## config.mk

```make
export PLATFORM = sky130hd
export DESIGN_NAME = round_robin_thread_scheduler_unit_flat
export DESIGN_NICKNAME = d
export VERILOG_FILES = /design/src/rtl/rrts_pkg.sv /design/src/rtl/rrts_if.sv /design/src/rtl/rrts_list_mem.sv /design/src/rtl/rrts_ctrl.sv /design/src/rtl/round_robin_thread_scheduler_unit.sv /design/src/flat_wrapper.sv
export SDC_FILE = /design/constraint.sdc
export NUM_CORES = 1
export LEC_CHECK = 0
export CORE_MARGIN = 2
export CORE_UTILIZATION = 40
export CTS_CLUSTER_DIAMETER = 40
export DETAILED_ROUTE_END_ITERATION = 8
export DONT_BUFFER_PORTS = 1
export PLACE_DENSITY_LB_ADDON = 0.1
export SYNTH_ARGS = -nofsm -noshare
export SYNTH_HDL_FRONTEND = slang
export SYNTH_HIERARCHICAL = 1
export SYNTH_SLANG_ARGS = --single-unit
```

## constraint.sdc

```tcl
create_clock -name clk -period 5 [get_ports clk]
set_clock_uncertainty 0.15 [all_clocks]
set_input_delay 1 -clock clk [delete_from_list [all_inputs] [get_ports clk]]
set_output_delay 1 -clock clk [all_outputs]
set_load 0.03 [all_outputs]
```

## src/rtl/rrts_pkg.sv

```systemverilog
`timescale 1ns / 1ps
`default_nettype none
// ----------------------------------------------------------------------------
// rrts_pkg
// Shared widths, codes and types of the round-robin thread scheduler.
// ----------------------------------------------------------------------------
package rrts_pkg;

    localparam int MAX_THREADS = 16;
    localparam int ID_BITS     = 8;
    localparam int POS_BITS    = (MAX_THREADS > 1) ? $clog2(MAX_THREADS) : 1;
    localparam int CNT_BITS    = $clog2(MAX_THREADS + 1);

    localparam logic [2:0] KIND_ADD     = 3'd0;
    localparam logic [2:0] KIND_YIELD   = 3'd1;
    localparam logic [2:0] KIND_EXIT    = 3'd2;
    localparam logic [2:0] KIND_BLOCK   = 3'd3;
    localparam logic [2:0] KIND_DEBLOCK = 3'd4;
    localparam logic [2:0] KIND_KILL    = 3'd5;

    localparam logic [2:0] ST_OK         = 3'd0;
    localparam logic [2:0] ST_LAST       = 3'd1;
    localparam logic [2:0] ST_NOTFOUND   = 3'd2;
    localparam logic [2:0] ST_FULL       = 3'd3;
    localparam logic [2:0] ST_NOTSTARTED = 3'd4;

    typedef logic [ID_BITS-1:0]  id_t;
    typedef logic [POS_BITS-1:0] pos_t;
    typedef logic [CNT_BITS-1:0] cnt_t;

    // one port of a list memory: synchronous read, one write
    typedef struct packed {
        logic rd_en;
        pos_t rd_addr;
        logic wr_en;
        pos_t wr_addr;
        id_t  wr_data;
    } mem_req_t;

endpackage
`default_nettype wire

```

## src/rtl/rrts_if.sv

```systemverilog
`timescale 1ns / 1ps
`default_nettype none
// ----------------------------------------------------------------------------
// rrts_event_if / rrts_result_if
// Valid/ready channels for scheduler events and results.
// ----------------------------------------------------------------------------
interface rrts_event_if;
    logic              valid;
    logic              ready;
    logic [2:0]        kind;
    rrts_pkg::id_t     thread_id;
    modport source (output valid, kind, thread_id, input ready);
    modport sink   (input valid, kind, thread_id, output ready);
endinterface

interface rrts_result_if;
    logic              valid;
    logic              ready;
    rrts_pkg::id_t     active_id;
    logic              switched;
    logic [2:0]        status;
    rrts_pkg::id_t     removed_id;
    modport source (output valid, active_id, switched, status, removed_id, input ready);
    modport sink   (input valid, active_id, switched, status, removed_id, output ready);
endinterface
`default_nettype wire

```

## src/rtl/rrts_list_mem.sv

```systemverilog
`timescale 1ns / 1ps
`default_nettype none
// ----------------------------------------------------------------------------
// rrts_list_mem
// One thread-id list: RAM with one read and one write port, registered read data.
// ----------------------------------------------------------------------------
module rrts_list_mem (
    input  wire logic              clk,
    input  wire rrts_pkg::mem_req_t req,
    output rrts_pkg::id_t          rd_data
);
    rrts_pkg::id_t mem [rrts_pkg::MAX_THREADS];

    // write port
    always_ff @(posedge clk)
    begin
        if (req.wr_en)
        begin
            mem[req.wr_addr] <= req.wr_data;
        end
    end

    // registered read port
    always_ff @(posedge clk)
    begin
        if (req.rd_en)
        begin
            rd_data <= mem[req.rd_addr];
        end
    end
endmodule
`default_nettype wire

```

## src/rtl/rrts_ctrl.sv

```systemverilog
`timescale 1ns / 1ps
`default_nettype none
// ----------------------------------------------------------------------------
// rrts_ctrl
// Event sequencer: searches the lists one entry per cycle and shifts them entry by entry.
// ----------------------------------------------------------------------------
module rrts_ctrl (
    input  wire logic              clk,
    input  wire logic              rst_n,
    rrts_event_if.sink             evt,
    rrts_result_if.source          res,
    output rrts_pkg::mem_req_t     rq_rdy,
    output rrts_pkg::mem_req_t     rq_blk,
    input  wire rrts_pkg::id_t     rd_rdy,
    input  wire rrts_pkg::id_t     rd_blk
);
    localparam logic [3:0] S_IDLE   = 4'd0;
    localparam logic [3:0] S_SRCH_R = 4'd1;  // scan ready list for id
    localparam logic [3:0] S_SRCH_B = 4'd2;  // scan blocked list for id
    localparam logic [3:0] S_RMV_R  = 4'd3;  // close gap in ready list
    localparam logic [3:0] S_RMV_B  = 4'd4;  // close gap in blocked list
    localparam logic [3:0] S_INS_R  = 4'd5;  // open gap in ready list
    localparam logic [3:0] S_BLKRD  = 4'd6;  // append active entry to blocked list
    localparam logic [3:0] S_ACT    = 4'd7;  // read active id
    localparam logic [3:0] S_ACTW   = 4'd8;
    localparam logic [3:0] S_OUT    = 4'd9;

    localparam int CB = rrts_pkg::CNT_BITS;
    localparam int PB = rrts_pkg::POS_BITS;
    localparam rrts_pkg::cnt_t MAXC = CB'(rrts_pkg::MAX_THREADS);

    logic [3:0]     state_reg, state_next;
    logic [2:0]     kind_reg, kind_next;
    rrts_pkg::id_t  id_reg, id_next;
    rrts_pkg::cnt_t rcnt_reg, rcnt_next, bcnt_reg, bcnt_next;
    rrts_pkg::pos_t apos_reg, apos_next;
    logic           started_reg, started_next;
    rrts_pkg::cnt_t idx_reg, idx_next;      // scan / shift position
    logic           pend_reg, pend_next;    // read issued last cycle
    logic           found_reg, found_next;  // deblock: blocked index found
    rrts_pkg::cnt_t bidx_reg, bidx_next;
    rrts_pkg::id_t  act_reg, act_next;
    logic           sw_reg, sw_next;
    logic [2:0]     st_reg, st_next;
    rrts_pkg::id_t  rm_reg, rm_next;
    logic           ovalid_reg, ovalid_next;

    rrts_pkg::cnt_t apos_w, apos1;
    assign apos_w = CB'(apos_reg);
    assign apos1  = apos_w + CB'(1);

    assign evt.ready     = (state_reg == S_IDLE);
    assign res.valid     = ovalid_reg;
    assign res.active_id = act_reg;
    assign res.switched  = sw_reg;
    assign res.status    = st_reg;
    assign res.removed_id = rm_reg;

    // next state and memory requests
    always_comb
    begin
        state_next = state_reg; kind_next = kind_reg; id_next = id_reg;
        rcnt_next = rcnt_reg; bcnt_next = bcnt_reg; apos_next = apos_reg;
        started_next = started_reg; idx_next = idx_reg; pend_next = 1'b0;
        found_next = found_reg; bidx_next = bidx_reg; act_next = act_reg;
        sw_next = sw_reg; st_next = st_reg; rm_next = rm_reg;
        ovalid_next = ovalid_reg;
        rq_rdy = '0; rq_blk = '0;
        case (state_reg)
            S_IDLE:
            begin
                if (evt.valid)
                begin
                    kind_next = evt.kind; id_next = evt.thread_id;
                    sw_next = 1'b0; st_next = rrts_pkg::ST_OK; rm_next = '0;
                    idx_next = '0; found_next = 1'b0;
                    state_next = S_ACT;
                    if (!started_reg && evt.kind != rrts_pkg::KIND_ADD)
                    begin
                        st_next = rrts_pkg::ST_NOTSTARTED;
                        state_next = S_OUT; act_next = '0;
                    end
                    else
                    begin
                        case (evt.kind)
                            rrts_pkg::KIND_ADD:
                            begin
                                if (rcnt_reg >= MAXC)
                                    st_next = rrts_pkg::ST_FULL;
                                else
                                begin
                                    rq_rdy.wr_en = 1'b1;
                                    rq_rdy.wr_addr = rcnt_reg[PB-1:0];
                                    rq_rdy.wr_data = evt.thread_id;
                                    apos_next = rcnt_reg[PB-1:0];
                                    rcnt_next = rcnt_reg + CB'(1);
                                    started_next = 1'b1; sw_next = 1'b1;
                                end
                            end
                            rrts_pkg::KIND_YIELD:
                            begin
                                if (rcnt_reg > CB'(1))
                                begin
                                    apos_next = (apos1 < rcnt_reg) ? apos1[PB-1:0] : '0;
                                    sw_next = 1'b1;
                                end
                            end
                            rrts_pkg::KIND_EXIT:
                            begin
                                if (rcnt_reg <= CB'(1))
                                    st_next = rrts_pkg::ST_LAST;
                                else
                                begin
                                    idx_next = apos_w; state_next = S_RMV_R;
                                    sw_next = 1'b1;
                                end
                            end
                            rrts_pkg::KIND_BLOCK:
                            begin
                                if (rcnt_reg <= CB'(1))
                                    st_next = rrts_pkg::ST_LAST;
                                else if (bcnt_reg >= MAXC)
                                    st_next = rrts_pkg::ST_FULL;
                                else
                                begin
                                    rq_rdy.rd_en = 1'b1; rq_rdy.rd_addr = apos_reg;
                                    state_next = S_BLKRD; sw_next = 1'b1;
                                end
                            end
                            rrts_pkg::KIND_DEBLOCK: state_next = S_SRCH_B;
                            rrts_pkg::KIND_KILL:    state_next = S_SRCH_R;
                            default: ;
                        endcase
                    end
                end
            end
            S_BLKRD:
            begin
                rq_blk.wr_en = 1'b1; rq_blk.wr_addr = bcnt_reg[PB-1:0];
                rq_blk.wr_data = rd_rdy;
                bcnt_next = bcnt_reg + CB'(1);
                idx_next = apos_w; state_next = S_RMV_R;
            end
            S_SRCH_R:
            begin
                // read idx, compare the entry issued last cycle
                if (pend_reg && rd_rdy == id_reg)
                begin
                    rm_next = id_reg;
                    if (rcnt_reg <= CB'(1))
                    begin
                        st_next = rrts_pkg::ST_LAST; rm_next = '0;
                        state_next = S_ACT;
                    end
                    else
                    begin
                        idx_next = idx_reg - CB'(1);
                        if ((idx_reg - CB'(1)) == apos_w)
                            sw_next = 1'b1;
                        else if ((idx_reg - CB'(1)) < apos_w)
                            apos_next = apos_reg - PB'(1);
                        state_next = S_RMV_R;
                    end
                end
                else if (idx_reg < rcnt_reg)
                begin
                    rq_rdy.rd_en = 1'b1; rq_rdy.rd_addr = idx_reg[PB-1:0];
                    idx_next = idx_reg + CB'(1); pend_next = 1'b1;
                end
                else
                begin
                    idx_next = '0; state_next = S_SRCH_B;
                end
            end
            S_SRCH_B:
            begin
                if (pend_reg && rd_blk == id_reg)
                begin
                    bidx_next = idx_reg - CB'(1);
                    if (kind_reg == rrts_pkg::KIND_KILL)
                    begin
                        rm_next = id_reg; idx_next = idx_reg - CB'(1);
                        state_next = S_RMV_B;
                    end
                    else if (rcnt_reg >= MAXC)
                    begin
                        st_next = rrts_pkg::ST_FULL; state_next = S_ACT;
                    end
                    else
                    begin
                        found_next = 1'b1; idx_next = rcnt_reg;
                        state_next = S_INS_R;
                    end
                end
                else if (idx_reg < bcnt_reg)
                begin
                    rq_blk.rd_en = 1'b1; rq_blk.rd_addr = idx_reg[PB-1:0];
                    idx_next = idx_reg + CB'(1); pend_next = 1'b1;
                end
                else
                begin
                    st_next = rrts_pkg::ST_NOTFOUND; state_next = S_ACT;
                end
            end
            S_RMV_R:
            begin
                // list[idx] = list[idx+1]: read then write for each entry
                if (pend_reg)
                begin
                    rq_rdy.wr_en = 1'b1; rq_rdy.wr_addr = idx_reg[PB-1:0];
                    rq_rdy.wr_data = rd_rdy; idx_next = idx_reg + CB'(1);
                end
                else if (idx_reg + CB'(1) < rcnt_reg)
                begin
                    rq_rdy.rd_en = 1'b1;
                    rq_rdy.rd_addr = PB'(idx_reg + CB'(1));
                    pend_next = 1'b1;
                end
                else
                begin
                    rcnt_next = rcnt_reg - CB'(1);
                    if (apos_w >= rcnt_reg - CB'(1))
                        apos_next = '0;
                    state_next = S_ACT;
                end
            end
            S_RMV_B:
            begin
                if (pend_reg)
                begin
                    rq_blk.wr_en = 1'b1; rq_blk.wr_addr = idx_reg[PB-1:0];
                    rq_blk.wr_data = rd_blk; idx_next = idx_reg + CB'(1);
                end
                else if (idx_reg + CB'(1) < bcnt_reg)
                begin
                    rq_blk.rd_en = 1'b1;
                    rq_blk.rd_addr = PB'(idx_reg + CB'(1));
                    pend_next = 1'b1;
                end
                else
                begin
                    bcnt_next = bcnt_reg - CB'(1); state_next = S_ACT;
                end
            end
            S_INS_R:
            begin
                // list[i] = list[i-1] for i from count down to apos+2
                if (pend_reg)
                begin
                    rq_rdy.wr_en = 1'b1; rq_rdy.wr_addr = idx_reg[PB-1:0];
                    rq_rdy.wr_data = rd_rdy; idx_next = idx_reg - CB'(1);
                end
                else if (idx_reg > apos1)
                begin
                    rq_rdy.rd_en = 1'b1;
                    rq_rdy.rd_addr = PB'(idx_reg - CB'(1));
                    pend_next = 1'b1;
                end
                else
                begin
                    rq_rdy.wr_en = 1'b1; rq_rdy.wr_addr = apos1[PB-1:0];
                    rq_rdy.wr_data = id_reg;
                    rcnt_next = rcnt_reg + CB'(1);
                    idx_next = bidx_reg; state_next = S_RMV_B;
                end
            end
            S_ACT:
            begin
                if (rcnt_reg != '0)
                begin
                    rq_rdy.rd_en = 1'b1; rq_rdy.rd_addr = apos_reg;
                end
                state_next = S_ACTW;
            end
            S_ACTW:
            begin
                act_next = (rcnt_reg != '0) ? rd_rdy : '0;
                state_next = S_OUT;
            end
            S_OUT:
            begin
                ovalid_next = 1'b1;
                if (ovalid_reg && res.ready)
                begin
                    ovalid_next = 1'b0; state_next = S_IDLE;
                end
            end
            default: state_next = S_IDLE;
        endcase
    end

    // control state
    always_ff @(posedge clk or negedge rst_n)
    begin
        if (!rst_n)
        begin
            state_reg <= S_IDLE; rcnt_reg <= '0; bcnt_reg <= '0;
            apos_reg <= '0; started_reg <= 1'b0; ovalid_reg <= 1'b0;
            pend_reg <= 1'b0;
        end
        else
        begin
            state_reg <= state_next; rcnt_reg <= rcnt_next; bcnt_reg <= bcnt_next;
            apos_reg <= apos_next; started_reg <= started_next;
            ovalid_reg <= ovalid_next; pend_reg <= pend_next;
        end
    end

    // payload
    always_ff @(posedge clk)
    begin
        kind_reg <= kind_next; id_reg <= id_next; idx_reg <= idx_next;
        found_reg <= found_next; bidx_reg <= bidx_next; act_reg <= act_next;
        sw_reg <= sw_next; st_reg <= st_next; rm_reg <= rm_next;
    end
endmodule
`default_nettype wire

```

## src/rtl/round_robin_thread_scheduler_unit.sv

```systemverilog
`timescale 1ns / 1ps
`default_nettype none
// ----------------------------------------------------------------------------
// round_robin_thread_scheduler_unit
// Ready and blocked thread lists in RAM, with an event sequencer.
// ----------------------------------------------------------------------------
//  channel | dir | payload
//  evt     | in  | kind, thread_id
//  res     | out | active_id, switched, status, removed_id
//
//  One event at a time; kill and deblock take longest, set by the search
//  and shift through each list's RAM (read, then write, per moved entry).
//  Reset clears counts and position; list contents are not cleared.
//  A held result stalls further events until taken.
// ----------------------------------------------------------------------------
module round_robin_thread_scheduler_unit (
    input  wire logic     clk,
    input  wire logic     rst_n,
    rrts_event_if.sink    evt,
    rrts_result_if.source res
);
    rrts_pkg::mem_req_t rq_rdy, rq_blk;
    rrts_pkg::id_t      rd_rdy, rd_blk;

    rrts_list_mem u_ready (.clk(clk), .req(rq_rdy), .rd_data(rd_rdy));
    rrts_list_mem u_blocked (.clk(clk), .req(rq_blk), .rd_data(rd_blk));

    rrts_ctrl u_ctrl (
        .clk(clk), .rst_n(rst_n), .evt(evt), .res(res),
        .rq_rdy(rq_rdy), .rq_blk(rq_blk), .rd_rdy(rd_rdy), .rd_blk(rd_blk)
    );
endmodule
`default_nettype wire

```

## src/flat_wrapper.sv

```systemverilog
// flat-port wrapper written by rule: the top's interface ports become plain ports
module round_robin_thread_scheduler_unit_flat 
  (clk, rst_n, evt_valid, evt_kind, evt_thread_id, evt_ready, res_valid, res_active_id, res_switched, res_status, res_removed_id, res_ready);
  rrts_event_if evt_i ();
  rrts_result_if res_i ();
  input  wire logic clk;
  input  wire logic rst_n;
  input wire logic [$bits(evt_i.valid)-1:0] evt_valid;
  input wire logic [$bits(evt_i.kind)-1:0] evt_kind;
  input wire logic [$bits(evt_i.thread_id)-1:0] evt_thread_id;
  output wire logic [$bits(evt_i.ready)-1:0] evt_ready;
  output wire logic [$bits(res_i.valid)-1:0] res_valid;
  output wire logic [$bits(res_i.active_id)-1:0] res_active_id;
  output wire logic [$bits(res_i.switched)-1:0] res_switched;
  output wire logic [$bits(res_i.status)-1:0] res_status;
  output wire logic [$bits(res_i.removed_id)-1:0] res_removed_id;
  input wire logic [$bits(res_i.ready)-1:0] res_ready;
  assign evt_i.valid = evt_valid;
  assign evt_i.kind = evt_kind;
  assign evt_i.thread_id = evt_thread_id;
  assign evt_ready = evt_i.ready;
  assign res_valid = res_i.valid;
  assign res_active_id = res_i.active_id;
  assign res_switched = res_i.switched;
  assign res_status = res_i.status;
  assign res_removed_id = res_i.removed_id;
  assign res_i.ready = res_ready;
  round_robin_thread_scheduler_unit u_core (.clk(clk), .rst_n(rst_n), .evt(evt_i), .res(res_i));
endmodule
```

# == Word-level counts from Yosys, hierarchy flattened ==
# Memory sizes are Yosys's and may differ from the RTL's. A register that Yosys moved wholly into a read port is not among the register bits.
# Index checks and enable logic that the tools add are counted.
# word_totals
ff_bits,62
mem_bits_rw,256
output_inout_bits,22
memories,2
# mem_list
memory,depth,width,read_ports,rd_ports_with_merged_regs,write_ports,line_no,rtl
u_core.u_blocked.mem,16,8,1,1,1,rrts_list_mem.sv:12,rrts_pkg::id_t mem [rrts_pkg::MAX_THREADS];
u_core.u_ready.mem,16,8,1,1,1,rrts_list_mem.sv:12,
# classes
add_sub_neg,8
magnitude_cmp,12
eq_ne,51
n_mux,139
bitwise,2
n_reduce_logical,29
# ops
cell,n
$mux 5,35
$mux 4,28
$mux 13,6
$mux 8,8
$pmux 4 s10,1
$pmux 13 s3,1
$ne 2x2->1 const B,19
$mux 18,2
$pmux 5 s6,1
$mux 1,28
$mux 3,9
$ne 3x3->1 const B,9
$pmux 13 s2,1
$lt 5x5->1,5
$pmux 5 s5,1
$pmux 8 s3,1
$pmux 5 s2,2
$pmux 3 s3,2
$eq 4x3->1 const B,4
$eq 8x8->1,2
$pmux 8 s2,1
$add 5x1->5 const B,3
$pmux 5 s3,1
$reduce_and 5->1,3
42 further kinds,68

# == Logic depth before layout (Yosys ltp) ==
# depth
word_depth,9
mapped_depth,15
depth_no_buf,14

# == Hierarchy ==
# The synthesis kept the hierarchy.
# by_module_without_submodules
mod,n_inst,cells_per_inst,area_each_um2
rrts_list_mem,2,229,5227.5
rrts_ctrl,1,623,5232.5

# == Worst setup path after synthesis ==
# OpenSTA, ideal clock, no wires.
# synth_timing
path_type,input to register
from,in evt_valid
to,"reg u_core.u_ready.rd_data[1] (read register of u_core.u_ready.mem), data pin"
setup_time_ns,0.259
arrival_time_ns,4.106
setup_slack_ns,0.485
cell_stages,11
n_path_buf,2
cell_sequence,inv_1 -> nor4_1 -> nand2_1 -> o21ai_0 -> a22o_2 -> a21o_1 -> buf_6 -> buf_6 -> mux4_1 -> a22oi_1 -> nand2_1
# synth_rtl
element,line_no,rtl
start: declaration,flat_wrapper.sv:8,input wire logic [$bits(evt_i.valid)-1:0] evt_valid;
end: declaration,rrts_list_mem.sv:10,output rrts_pkg::id_t rd_data

==> flow_metrics.tcl <==
set metrics [dict create \
    status "completed" \
    cts_buffers 50 \
    synth_area_leaders "edfxtp_1 60%, mux4_2 5.2%, mux4_1 4.7%" \
    fin_crit_ns 4.57 \
    fin_setup_tns_ns 0 \
    grt_max_degree 33 \
    syn_inst 1081 \
    yosysMostFrequentCell "edfxtp_1" \
    fin_area_mm2 0.0187 \
    worstPathArrival_ns 4.72 \
    fill_cells 3327 \
    hold_class "in2async" \
    postSynthAreaPerCell_um2 14.5 \
    r2r_start "u_core/u_ctrl/rcnt_reg[4]" \
    place_area_mm2 0.0169 \
    io_pins 37 \
    setup_viol 0 \
    power_density_mw_per_mm2 671 \
    rows 72 \
    final_layout_size_suffix_gt1_frac 0.200 \
    final_nets 1240 \
    cts_setup_buffers 0 \
    coreArea_mm2 0.0386 \
    antenna_found_initial 1 \
    ys_top_cells_by_count "313 x edfxtp_1, 84 x nand2_1, 81 x nor2_1, 53 x a22oi_1, 52 x o21ai_0" \
    hold_viol 0 \
    cp_max_fo 32 \
    worstMarginPinSlew_ns 1.22 \
    critPathCaptureType "flop" \
    synth_cell_types 68 \
    fmax_mhz 219 \
    vdd.ir_drop.worst_mv 0.274 \
    ys.flop_type "edfxtp_1" \
    slew-limit-headroom 0.166 \
    drt_first_iter_violations 770 \
    synthXorXnorAreaFrac 0.0218 \
    synth_compound_gate_area_share 0.0838 \
    synthAdderAreaFrac 0.0361 \
    drv_slew 0 \
    clock-sinks 334 \
    place.gp.congestion 0.910 \
    synthSimpleGateAreaFrac 0.0924 \
    cts_tree "done" \
    portBuffers 0 \
    maxCapViolCount 0 \
    drc 0 \
    drtPass1Iterations 6 \
    netlist_area_mm2 0.0157 \
    track_usage 0.214 \
    yosysTopAreaCell "edfxtp_1" \
    area_delta_synth_final_pct 19.4 \
    clock_latency_ns 0.59 \
    path_clk_slew_ns 0.06 \
    critPathLaunch "u_core/u_ctrl/rcnt_reg[4]" \
    synthArstFlopShare 0.0629 \
    utilization 0.485 \
    htree_levels 2 \
    criticalPathCategory "reg2reg" \
    post-route-period-util 0.914 \
    root_buffer "clkbuf_16" \
    critical_path_required_ns 5.16 \
    total_power_mw 12.6 \
    routedWlPerCell_um 24.6 \
    num_vias 9906 \
    clk_path_buf_depth 3 \
    synth_seq_cells 334 \
    synth_edf_count 313 \
    top_regs "u_core/u_blocked/mem x128, u_core/u_ready/mem x128" \
    die_area_mm2 0.0408 \
    initial_core_util 0.406 \
    routed_wl_um 42900 \
    grt-ovfl-total 0 \
    worstSetupStartpointType "flop" \
    yosysWarningCount 6 \
    die_w_um 202 \
    postRouteAntennaNets 0 \
    antenna_cells 0 \
    rsz0062_at_grt "false" \
    grt_pass1_wl_um 64900 \
    vias_per_cell 5.69 \
    synth_top_family_by_area "multiplexers" \
    yosysSeqAreaShare 0.633 \
    cts.repair.resized 0 \
    power_leakage_nw 6.73 \
    synth_top_area_share 0.599 \
    grt_pass1_vias 10027 \
    dp_hpwl_um 29700 \
    muxShareOfSynthArea 0.104 \
    syn_nets 1139 \
    die_h_um 202 \
]
[placed cells by master (no fill, tap or decap), types with 13 or more instances in the layout]
cell type  count
a21oi_1       32
buf_4         98
xnor2_1       35
dfrtp_1       21
clkbuf_16     51
nand3_1       17
nor3_1        26
nand2_1       84
mux4_2        36
mux4_1        28
nor2b_1       13
o21ai_0       41
nor2_1        81
inv_1         41
a22oi_1       53
ha_1          42
edfxtp_1     313
[logic make-up after synthesis]
family | after synthesis
AND/OR/NAND/NOR | 297
adder cells (fa/ha/maj) | 45
AO/OA/AOI/OAI | 200
XOR/XNOR | 39
buffers and inverters | 94
flip-flops | 334
multiplexers | 72
[metal layers]
layer | vias up | track usage | routed length, um
li1 | 4447 | - | -
met1 | 4996 | 0.301 | 19200
met2 | 364 | 0.329 | 19500
met3 | 99 | 0.0451 | 2940
met4 | 0 | 0.0796 | 1330
met5 | - | 0 | 0
[what timing repair did]
| action | 4_1_cts | 5_1_grt |
|---|---|---|
| endpoints found under the hold margin | 21 | 0 |
| endpoints found under the setup margin | 0 | 0 |
| hold buffers | 1 | 0 |
[stage by stage]
stage | hold slack (ns) | instances | worst slack (ns)
global placement | 0.349 | 1647 | 0.536
detailed placement | 0.359 | 1647 | 0.450
global route | 0.0584 | 1742 | 0.154
CTS | 0.0453 | 1742 | 0.436
finish | 0.0732 | 1742 | 0.432
floorplan | 0.328 | 1081 | 0.485
[power by group]
part | leakage, nW | total (mW) | switching (mW) | internal (mW)
combinational | 2.64 | 4.69 | 2.77 | 1.92
clock | 0.883 | 3.79 | 1.37 | 2.42
sequential | 3.20 | 4.07 | 0.422 | 3.65
[path summary, 6_finish.rpt]
| check | end | slack, ns | cells after the start |
|---|---|---|---|
| hold reg to reg | u_core/u_ctrl/bcnt_reg[1] | 0.37 | 2 |
| min in group clk | u_core/u_ctrl/id_reg[5] | 0.35 | 0 |
| setup / recovery | u_core/u_ready/rd_data[4] | 0.43 | 11 |
| max in group asynchronous | u_core/u_ctrl/apos_reg[3] | 4.44 | 1 |
| hold / removal | u_core/u_ctrl/bcnt_reg[2] | 0.07 | 1 |
| setup reg to reg | u_core/u_ready/rd_data[4] | 0.43 | 11 |
[layout make-up]
type,count,area [um^2],share of cell area
multi-input cells,653,5350,0.286
flip-flops and latches,334,9920,0.530
well taps,518,648,0.0346
repair buffers,102,816,0.0436
clock buffers,54,1290,0.0688
clock inverters,40,544,0.0291
inverters,41,154,0.00822
[worst max-delay path, stage by stage (launching register included)]
cell     delay [ns]
dfrtp_1        0.50
inv_1          0.26
ha_1           0.39
a21o_1         0.19
a31oi_1        0.37
nor3b_2        0.63
a22o_2         0.26
a21o_2         0.12
buf_12         0.26
mux4_1         0.59
a22oi_1        0.42
nand2_1        0.11
Note: power is estimated with default switching activity, not from simulation.
